`src/rtl/xcfr_pkg.sv`:
```
// Shared types and constants for the XOR-checked command frame receiver.
`default_nettype none

package xcfr_pkg;

    // Configuration port geometry
    localparam int unsigned APB_ADDR_W = 2;
    localparam int unsigned APB_DATA_W = 32;

    // Register byte addresses
    localparam logic [APB_ADDR_W-1:0] REG_HEADER_ADDR = 2'd0;

    // Reset value of the header register
    localparam logic [7:0] HEADER_RESET = 8'hAA;

    // Frame parser states, one-hot
    typedef enum logic [6:0] {
        ST_HUNT   = 7'b0000001,
        ST_CMD    = 7'b0000010,
        ST_CUR_HI = 7'b0000100,
        ST_CUR_LO = 7'b0001000,
        ST_ANG_HI = 7'b0010000,
        ST_ANG_LO = 7'b0100000,
        ST_CSUM   = 7'b1000000
    } parse_state_t;

endpackage

`default_nettype wire

```
`src/rtl/xor_checked_command_frame_receiver.sv`:
```
// Top level of the XOR-checked command frame receiver: byte parser and result register.
//
// Usage: received bytes enter on the in_valid/in_ready channel (rx_byte), one
// byte per transfer. The parser hunts for the header byte, then collects
// command, current reference (signed, big endian), angle (big endian) and a
// checksum byte. On the checksum byte one result leaves on the
// out_valid/out_ready channel: frame_ok, decoded fields and the wrapping good
// and bad frame counts including this frame. No other byte gives a result.
// The header byte is set through the APB port (register 0, address 0).
// Order: a byte is taken into the input register and parsed from there; a
// checksum byte's result is then registered in the output register.
// Throughput: one byte per cycle while no checksum byte is held, set by the
// parse step between the input register and the result register.
// Stall: a result waits in the output register while out_ready is low; the
// parser keeps taking bytes until a second checksum byte needs that register,
// then it holds it in the input register and in_ready falls.
// Reset: rst_n clears the parser to header hunting, the counters to zero,
// both valid flags, and sets the header register to 0xAA.
`default_nettype none

module xor_checked_command_frame_receiver (
    input  wire logic                                   clk,
    input  wire logic                                   rst_n,
    // APB configuration port
    input  wire logic                                   psel,
    input  wire logic                                   penable,
    input  wire logic                                   pwrite,
    input  wire logic [xcfr_pkg::APB_ADDR_W-1:0]        paddr,
    input  wire logic [xcfr_pkg::APB_DATA_W-1:0]        pwdata,
    output logic      [xcfr_pkg::APB_DATA_W-1:0]        prdata,
    output logic                                        pready,
    // Byte input channel
    input  wire logic                                   in_valid,
    output logic                                        in_ready,
    input  wire logic [7:0]                             rx_byte,
    // Result channel
    output logic                                        out_valid,
    input  wire logic                                   out_ready,
    output logic                                        frame_ok,
    output logic [7:0]                                  command,
    output logic signed [15:0]                          current_ref,
    output logic [15:0]                                 angle,
    output logic [15:0]                                 good_frames,
    output logic [15:0]                                 bad_frames
);

    // Configuration register
    logic [7:0] header_reg;
    logic       cfg_write;

    // Input stage
    logic       in_valid_reg;
    logic [7:0] in_byte_reg;

    // Parser state
    xcfr_pkg::parse_state_t state_reg, state_next;
    logic [7:0]  cmd_reg, cmd_next;
    logic [15:0] cur_reg, cur_next;
    logic [15:0] ang_reg, ang_next;
    logic [15:0] good_cnt_reg, good_cnt_next;
    logic [15:0] bad_cnt_reg, bad_cnt_next;

    // Output stage
    logic        out_valid_reg;
    logic        frame_ok_reg;
    logic [7:0]  command_reg;
    logic [15:0] current_reg;
    logic [15:0] angle_reg;
    logic [15:0] good_frames_reg;
    logic [15:0] bad_frames_reg;

    // Control
    logic       advance;
    logic       parse_fire;
    logic       out_load;
    logic [7:0] csum;
    logic       csum_ok;

    // APB: single register, always ready
    assign pready    = 1'b1;
    assign cfg_write = psel && penable && pwrite && pready;
    always_comb
    begin
        prdata = '0;
        if (paddr == xcfr_pkg::REG_HEADER_ADDR)
        begin
            prdata[7:0] = header_reg;
        end
    end

    always_ff @(posedge clk or negedge rst_n)
    begin
        if (!rst_n)
        begin
            header_reg <= xcfr_pkg::HEADER_RESET;
        end
        else if (cfg_write)
        begin
            header_reg <= pwdata[7:0];
        end
    end

    // Hold a checksum byte while the result register is still occupied
    assign advance    = (state_reg != xcfr_pkg::ST_CSUM) || !out_valid_reg || out_ready;
    assign in_ready   = !in_valid_reg || advance;
    assign parse_fire = in_valid_reg && advance;

    // Capture incoming byte transfer
    always_ff @(posedge clk or negedge rst_n)
    begin
        if (!rst_n)
        begin
            in_valid_reg <= 1'b0;
        end
        else if (in_ready)
        begin
            in_valid_reg <= in_valid;
        end
    end

    always_ff @(posedge clk)
    begin
        if (in_ready && in_valid)
        begin
            in_byte_reg <= rx_byte;
        end
    end

    // Checksum over the five payload bytes
    assign csum    = cmd_reg ^ cur_reg[15:8] ^ cur_reg[7:0] ^ ang_reg[15:8] ^ ang_reg[7:0];
    assign csum_ok = (csum == in_byte_reg);

    // Parse step: advance the frame state on each byte
    always_comb
    begin
        state_next    = state_reg;
        cmd_next      = cmd_reg;
        cur_next      = cur_reg;
        ang_next      = ang_reg;
        good_cnt_next = good_cnt_reg;
        bad_cnt_next  = bad_cnt_reg;
        out_load      = 1'b0;
        if (parse_fire)
        begin
            case (state_reg)
                xcfr_pkg::ST_HUNT:
                begin
                    if (in_byte_reg == header_reg)
                    begin
                        state_next = xcfr_pkg::ST_CMD;
                    end
                end
                xcfr_pkg::ST_CMD:
                begin
                    cmd_next   = in_byte_reg;
                    state_next = xcfr_pkg::ST_CUR_HI;
                end
                xcfr_pkg::ST_CUR_HI:
                begin
                    cur_next   = {in_byte_reg, 8'h00};
                    state_next = xcfr_pkg::ST_CUR_LO;
                end
                xcfr_pkg::ST_CUR_LO:
                begin
                    cur_next   = {cur_reg[15:8], in_byte_reg};
                    state_next = xcfr_pkg::ST_ANG_HI;
                end
                xcfr_pkg::ST_ANG_HI:
                begin
                    ang_next   = {in_byte_reg, 8'h00};
                    state_next = xcfr_pkg::ST_ANG_LO;
                end
                xcfr_pkg::ST_ANG_LO:
                begin
                    ang_next   = {ang_reg[15:8], in_byte_reg};
                    state_next = xcfr_pkg::ST_CSUM;
                end
                xcfr_pkg::ST_CSUM:
                begin
                    if (csum_ok)
                    begin
                        good_cnt_next = good_cnt_reg + 16'd1;
                    end
                    else
                    begin
                        bad_cnt_next = bad_cnt_reg + 16'd1;
                    end
                    out_load   = 1'b1;
                    state_next = xcfr_pkg::ST_HUNT;
                end
                default:
                begin
                    state_next = xcfr_pkg::ST_HUNT;
                end
            endcase
        end
    end

    // Parser and counter registers
    always_ff @(posedge clk or negedge rst_n)
    begin
        if (!rst_n)
        begin
            state_reg    <= xcfr_pkg::ST_HUNT;
            cmd_reg      <= '0;
            cur_reg      <= '0;
            ang_reg      <= '0;
            good_cnt_reg <= '0;
            bad_cnt_reg  <= '0;
        end
        else
        begin
            state_reg    <= state_next;
            cmd_reg      <= cmd_next;
            cur_reg      <= cur_next;
            ang_reg      <= ang_next;
            good_cnt_reg <= good_cnt_next;
            bad_cnt_reg  <= bad_cnt_next;
        end
    end

    // Result valid: set on load, drop once transferred
    always_ff @(posedge clk or negedge rst_n)
    begin
        if (!rst_n)
        begin
            out_valid_reg <= 1'b0;
        end
        else if (out_load)
        begin
            out_valid_reg <= 1'b1;
        end
        else if (out_ready)
        begin
            out_valid_reg <= 1'b0;
        end
    end

    // Result payload
    always_ff @(posedge clk)
    begin
        if (out_load)
        begin
            frame_ok_reg    <= csum_ok;
            command_reg     <= cmd_reg;
            current_reg     <= cur_reg;
            angle_reg       <= ang_reg;
            good_frames_reg <= good_cnt_next;
            bad_frames_reg  <= bad_cnt_next;
        end
    end

    assign out_valid   = out_valid_reg;
    assign frame_ok    = frame_ok_reg;
    assign command     = command_reg;
    assign current_ref = $signed(current_reg);
    assign angle       = angle_reg;
    assign good_frames = good_frames_reg;
    assign bad_frames  = bad_frames_reg;

`ifndef ASSERT_OFF
    // Exactly one counter moves per loaded result
    a_one_count_per_result: assert property (@(posedge clk) disable iff (!rst_n)
        out_load |=> (16'(good_cnt_reg + bad_cnt_reg)
                      == 16'($past(good_cnt_reg) + $past(bad_cnt_reg) + 16'd1)))
        else $error("frame counters did not advance by one on a result");

    // Counters stay put when no result is produced
    a_counts_quiet: assert property (@(posedge clk) disable iff (!rst_n)
        !out_load |=> ($stable(good_cnt_reg) && $stable(bad_cnt_reg)))
        else $error("frame counter moved without a result");

    // The flag matches the counter that moved
    a_flag_matches_count: assert property (@(posedge clk) disable iff (!rst_n)
        out_load |=> (frame_ok_reg ? (good_cnt_reg != $past(good_cnt_reg))
                                   : (bad_cnt_reg != $past(bad_cnt_reg))))
        else $error("frame_ok disagrees with the counters");

    // A checksum byte facing a held result must stall the input
    a_stall_on_full_output: assert property (@(posedge clk) disable iff (!rst_n)
        (in_valid_reg && (state_reg == xcfr_pkg::ST_CSUM) && out_valid_reg && !out_ready)
        |-> (!in_ready && !out_load))
        else $error("checksum byte processed while result register was full");
`endif

endmodule

`default_nettype wire
```
`config.mk`:
```
export PLATFORM = sky130hd
export DESIGN_NAME = xor_checked_command_frame_receiver
export DESIGN_NICKNAME = d
export VERILOG_FILES = /design/src/rtl/xcfr_pkg.sv /design/src/rtl/xor_checked_command_frame_receiver.sv
export SDC_FILE = /design/constraint.sdc
export NUM_CORES = 1
export LEC_CHECK = 0
export ABC_AREA = 1
export BUFFER_PORTS_ARGS = -buffer_cell sky130_fd_sc_hd__buf_2
export CORE_UTILIZATION = 43
export CTS_BUF_LIST = sky130_fd_sc_hd__clkbuf_4 sky130_fd_sc_hd__clkbuf_8 sky130_fd_sc_hd__clkbuf_16
export DETAILED_ROUTE_END_ITERATION = 12
export GPL_TIMING_DRIVEN = 1
export PLACE_DENSITY = 0.71
export RECOVER_POWER = 100
export SLEW_MARGIN = 25
export SYNTH_ARGS = -nofsm -noshare
export SYNTH_HDL_FRONTEND = slang
export SYNTH_SLANG_ARGS = --single-unit
export TNS_END_PERCENT = 50
```
`constraint.sdc`:
```
create_clock -name clk -period 3.96 [get_ports clk]
set_input_delay 0.792 -clock clk [delete_from_list [all_inputs] [get_ports clk]]
set_output_delay 0.792 -clock clk [all_outputs]
set_load 0.005 [all_outputs]
```
Word level (Yosys, flattened, before mapping)

Cells that the tools add are included.

Register bits after elaboration: 170
Bits of input ports: 49
Output and inout bits: 108
Logic and storage cells: 71

$add $sub $neg: 2
Equality and inequality tests: 11
Muxes and demuxes: 15
Bitwise logic cells: 6
Reductions and logical operators: 19

Operators with widths:

| kind                                           | count |
|---|---|
| 2-to-1 mux 16 bit                              | 6 |
| one-hot mux 16 bit (2 select lines)            | 2 |
| one-hot mux 7 bit (6 select lines)             | 1 |
| adder 16 x 1 -> 16 bit (second input constant) | 2 |
| bitwise XOR 8 bit                              | 4 |
| == test 8 bit                                  | 2 |
| 2-to-1 mux 8 bit                               | 1 |
| AND reduction 2 bit                            | 4 |
| == test 7 x 1 -> 1 bit (second input constant) | 1 |
| == test 7 x 2 -> 1 bit (second input constant) | 1 |
| == test 7 x 3 -> 1 bit (second input constant) | 1 |
| == test 7 x 4 -> 1 bit (second input constant) | 1 |
| == test 7 x 5 -> 1 bit (second input constant) | 1 |
| == test 7 x 6 -> 1 bit (second input constant) | 1 |
| == test 7 bit (second input constant)          | 1 |
| 2-to-1 mux 7 bit                               | 1 |
| != test 7 bit (second input constant)          | 1 |
| AND reduction 3 bit                            | 2 |
| nonzero test 2 bit                             | 3 |
| logical AND 1 bit                              | 4 |
| 2-to-1 mux 1 bit                               | 4 |
| logical OR 1 bit                               | 3 |
| logical NOT 1 bit                              | 2 |
| logical NOT 2 bit                              | 1 |
| other kinds (2)                                | 3 |

Logic depth before layout (Yosys ltp)

Depth in word-level cells: 8
Gate-level depth with buffers: 18
Gate-level depth less buffers: 17

Worst setup path before layout

Ideal clock, no wire load.

Path type: input to register
Start point: input out_ready
End point: register good_frames_reg[4] (netlist: good_frames[4]), data pin
Setup time: 0.257 ns
Arrival time: 2.026 ns
Path slack: 1.676 ns
Stages on the path: 8
Path buffers: 0
Cell sequence: inv_1 -> nand2_1 -> nand3_2 -> clkinv_4 -> nand3_4 -> nor2_1 -> xnor2_1 -> inv_1

Cells in the longest elaborated chain, start to end: 3

Ends and longest elaborated chain:

| what                       | RTL line                                  | RTL |
|---|---|---|
| start: declaration         | xor_checked_command_frame_receiver.sv:38  | `input wire logic out_ready,` |
| logical OR 1 bit           | xor_checked_command_frame_receiver.sv:104 | `assign advance = (state_reg != xcfr_pkg::ST_CSUM) \|\| !out_valid_reg \|\| out_ready;` |
| logical AND 1 bit          | xor_checked_command_frame_receiver.sv:106 | `assign parse_fire = in_valid_reg && advance;` |
| 2-to-1 mux 16 bit          | xor_checked_command_frame_receiver.sv:143 | `if (parse_fire)` |
| named net good_cnt_next[4] | xor_checked_command_frame_receiver.sv:60  | `logic [15:0] good_cnt_reg, good_cnt_next;` |
| end signal: assignment     | xor_checked_command_frame_receiver.sv:248 | `good_frames_reg <= good_cnt_next;` |
| end: declaration           | xor_checked_command_frame_receiver.sv:69  | `logic [15:0] good_frames_reg;` |

The timed path passes the listed nets, and every way through them passes these cells.
A chain may end at the register's enable or synchronous reset.

Worst setup path after layout

Start point: register state_reg[1]
End point: register cur_reg[1]

Cells in the longest elaborated chain, start to end: 5
Elaborated cells on any way between the ends: 9
Those cells by class: 3 x eq/ne; 1 x mux; 5 x reduce/logical

Ends and longest elaborated chain:

| what                           | RTL line                                  | RTL |
|---|---|---|
| start: declaration             | xor_checked_command_frame_receiver.sv:56  | `xcfr_pkg::parse_state_t state_reg, state_next;` |
| start signal: assignment       | xor_checked_command_frame_receiver.sv:204 | `state_reg <= xcfr_pkg::ST_HUNT;` |
| start signal: assignment       | xor_checked_command_frame_receiver.sv:213 | `state_reg <= state_next;` |
| != test 7 bit                  | xor_checked_command_frame_receiver.sv:104 |  |
| logical OR 1 bit (2 in series) | xor_checked_command_frame_receiver.sv:104 |  |
| logical AND 1 bit              | xor_checked_command_frame_receiver.sv:106 |  |
| AND reduction 2 bit (no line)  | n/a                                       |  |
| end signal: assignment         | xor_checked_command_frame_receiver.sv:215 | `cur_reg <= cur_next;` |
| end: declaration               | xor_checked_command_frame_receiver.sv:58  | `logic [15:0] cur_reg, cur_next;` |

Several ways; a longest one is shown, not always the timed one. The select of a mux whose other input is x is not followed.

==> implementation parameters <==
Parameter                              Value

Outcome
  Outcome ... complete, but fails checks
  Failing checks ... max-capacitance violations, max-slew violations

Global routing
  Met3 capacity usage during global routing ... 0.0359
  Met1 Use GR ... 0.247
  M2 GR Usage ... 0.307
  Overflow after GRT ... 0
  Layer with the highest usage after global routing ... met2
  First-pass GRT wire length ... 26.4 mm
  Largest net degree at the start of global routing ... 58
  Aggregate global-route resource usage ... 0.188
  Antenna violations before repair ... 0
  Number of global-route vias before repair ... 5,319

Die
  Standard cell core area ... 17,500 um^2
  Total die area ... 18,600 um^2
  Die extent in y ... 137 um
  Number of standard-cell rows in the floorplan ... 48
  I/O pins ... 157
  Chip width ... 137 um
  Starting Density ... 0.445

Placed design
  Detailed-placement wirelength estimate ... 11.4 mm
  Setup WS pre-CTS ... 1460 ps
  Final estimated routing congestion in global placement ... 0.851
  Port Buf Inserts ... 107

Setup path
  Critical-path maximum fanout ... 10
  Cell Chain, Critical Path ... nor2_1 -> nand2_1 -> nor3_4 -> nand3_2 -> nand2_1 -> clkinvlp_2 -> nand2_1 -> nand2_2 -> o22ai_1
  Maximum single-stage delay on the critical path ... 500 ps
  Most used cell, CP ... nand2_1
  Endpoint of the worst-slack reg-to-reg timing path ... cur_reg[1]$_DFFE_PN0P_
  Worst endpoint required time ... 4290 ps
  Crit path capture type ... flop
  Launching point of the worst reg2reg path ... state_reg[1]$_DFFE_PN0P_
  Category of the worst setup path launch point ... flop
  Register-to-Register Path Depth ... 9
  Logic depth of the worst path, buffers included ... 9
  Setup slack on the worst flop-to-flop path ... 1030 ps
  Worst setup path end ... cur_reg[1]$_DFFE_PN0P_
  Highest-delay cell along the critical path ... nand2_1
  Critical path data arrival time ... 3260 ps
  WS Path Type ... flop to flop
  Cell type group with the largest total delay on the critical path ... simple AND/OR/NAND/NOR gates
  Launching instance or port of the critical path ... state_reg[1]$_DFFE_PN0P_
  Buffering stage count on the worst path with inverters included ... 1

Layout
  Layout cells sized above 1 ... 0.124
  Filler Cell Count ... 1,602
  Count of inserted antenna diode cells ... 0
  Count of nets after finishing ... 1,001
  Synth-to-Final Area Change ... 14.4%

STA
  Hold violation count in the final report ... 0
  Final count of pins violating max slew ... 44
  Achievable Freq ... 0.341 GHz
  Shortest clock period the worst path allows after layout ... 2930 ps
  Worst slew margin relative to its limit ... -0.609
  Portion of the clock cycle consumed by the worst path in the final layout ... 0.740
  Setup repair after global routing missed its margin ... no
  Final setup violation count ... 0
  Slew of the pin with the lowest slew margin ... 2410 ps
  Crit path setup slack, layout ... 1030 ps
  Minimum hold slack ... 500 ps
  TNS Setup ... 0 ps
  Setup Skew ... 8.19 ps

Power
  P_leak ... 4.14 nW
  Maximum vdd drop ... 290 uV
  Power per standard cell area ... 604 nW/um^2
  Total power ... 0.00537 W

CTS
  Clock latency at the later pin of the worst-skew pair ... 430 ps
  Buffers inserted by post-CTS timing repair ... 0
  Count of hold buffers inserted by post-cts repair ... 0
  Post-cts sizing count ... 0
  Count of clock tree sinks ... 170
  Maximum count of clock buffers along a single path ... 2
  Root buffer cell ... clkbuf_16
  Clock tree from TritonCTS ... yes
  Clock transition at path regs ... 70 ps
  Clock buffer count from CTS ... 17
  Number of levels in the clock H-tree ... 4

Logic synthesis
  Most used flip-flop cell after synthesis ... dfrtp_1
  Sequential share of the synthesized area ... 0.600
  Most instantiated library cell after synthesis ... nand2_1
  Cells after Synth ... 829
  Number of flip-flops and latches in the synthesized netlist ... 170
  Number of flops mapped to enable cells by yosys ... 81
  Cell type contributing the most total cell area after synthesis ... edfxtp_1
  Syn_area_per_cell ... 9.38 um^2
  Synth unique cells ... 36
  Cell types occupying the most area after synthesis ... edfxtp_1 31%, dfrtp_1 27%, nand2_1 13%
  Post-synth top area share ... 0.313
  Asr flop ratio synth ... 0.524
  Cell area after technology mapping ... 7780 um^2
  Commonest cells post-synth ... 267 x nand2_1, 97 x inv_1, 84 x dfrtp_1
  Warnings from Yosys ... 0

Detailed routing
  Drt via density ... 4.87
  Post-detailed-route DRC marker count ... 0
  Number of nets still failing antenna checks after routing ... 0
  Detailed-router iteration count before antenna repair ... 5
  Starting DRT DRC Count ... 461
  Routed wire length ... 16.4 mm
  Routed wire per std cell ... 13.8 um
  Via total after detailed routing ... 5,784

Job
  Number of max-cap violations ... 1

Min path
  Start point of the worst min-delay path ... cur_reg[0]$_DFFE_PN0P_
  Worst hold-check path type ... flop to flop
-- layer usage --
layer / part of all wire / vias to the layer above
li1: - / 2897
met1: 0.46 / 2722
met2: 0.48 / 147
met3: 0.041 / 18
met4: 0.016 / 0
met5: 0 / -
-- stage by stage --
stage	std cells	area, um^2	utilization
finish	1188	8900	0.509
CTS	1188	9040	0.517
global route	1188	8900	0.509
detailed placement	1156	8480	0.485
floorplan	852	7870	-
global placement	1156	8480	0.485
-- power breakdown --
part           internal (W)  switching (W)
registers           0.00219       0.000266
logic              0.000463       0.000855
clock network      0.000876       0.000726
total               0.00353        0.00185
-- final cells by class --
type	instances	area, um^2	area share
Timing Repair Buffer	110	497	0.0558
Tap cell	225	282	0.0316
Sequential cell	170	4670	0.524
Clock buffer	17	425	0.0478
Inverter	108	412	0.0463
Clock inverter	15	140	0.0158
Multi-Input combinational cell	543	2470	0.278
-- cells in the final DEF, fill, tap and decap left out, types with 3 or more instances in the layout --
cell,synthesis,layout
nor3_1,7,7
dfstp_2,5,5
xnor2_1,11,11
nor4_1,8,8
a21oi_1,10,10
conb_1,2,25
o22ai_1,16,16
nand3_1,71,75
buf_2,0,57
clkinv_4,1,3
xor2_1,13,13
edfxtp_1,81,81
o21ai_1,17,3
clkbuf_16,0,17
nor2_1,41,45
inv_1,97,100
dfrtp_1,84,84
inv_2,9,6
clkinvlp_4,0,4
nand2_1,267,275
inv_6,0,6
nand4_1,12,13
clkbuf_2,0,10
clkbuf_1,2,43
o21ai_0,15,30
-- how the worst min path moves through the flow --
| stage | end | cells after the start |
|---|---|---|
| 2_1_floorplan | current_ref[8]$_DFFE_PP_ | 0 |
| 3_3_place_gp | current_ref[13]$_DFFE_PP_ | 0 |
| 3_5_place_dp | current_ref[13]$_DFFE_PP_ | 0 |
| 4_1_cts | bad_cnt_reg[6]$_DFF_PN0_ | 1 |
| 5_1_grt | current_ref[0]$_DFFE_PP_ | 0 |
| 6_report | current_ref[0]$_DFFE_PP_ | 0 |
-- logic make-up after synthesis --
logic type | after synthesis | synth area share
compound gates | 59 | 0.0410
xor+xnor | 24 | 0.0270
fa+ha+maj | 2 | 0.00322
buf+inv | 139 | 0.0825
flops | 170 | 0.600
other cells | 2 | 0.000965
simple gates | 433 | 0.245
(Power assumes the default switching activity.)
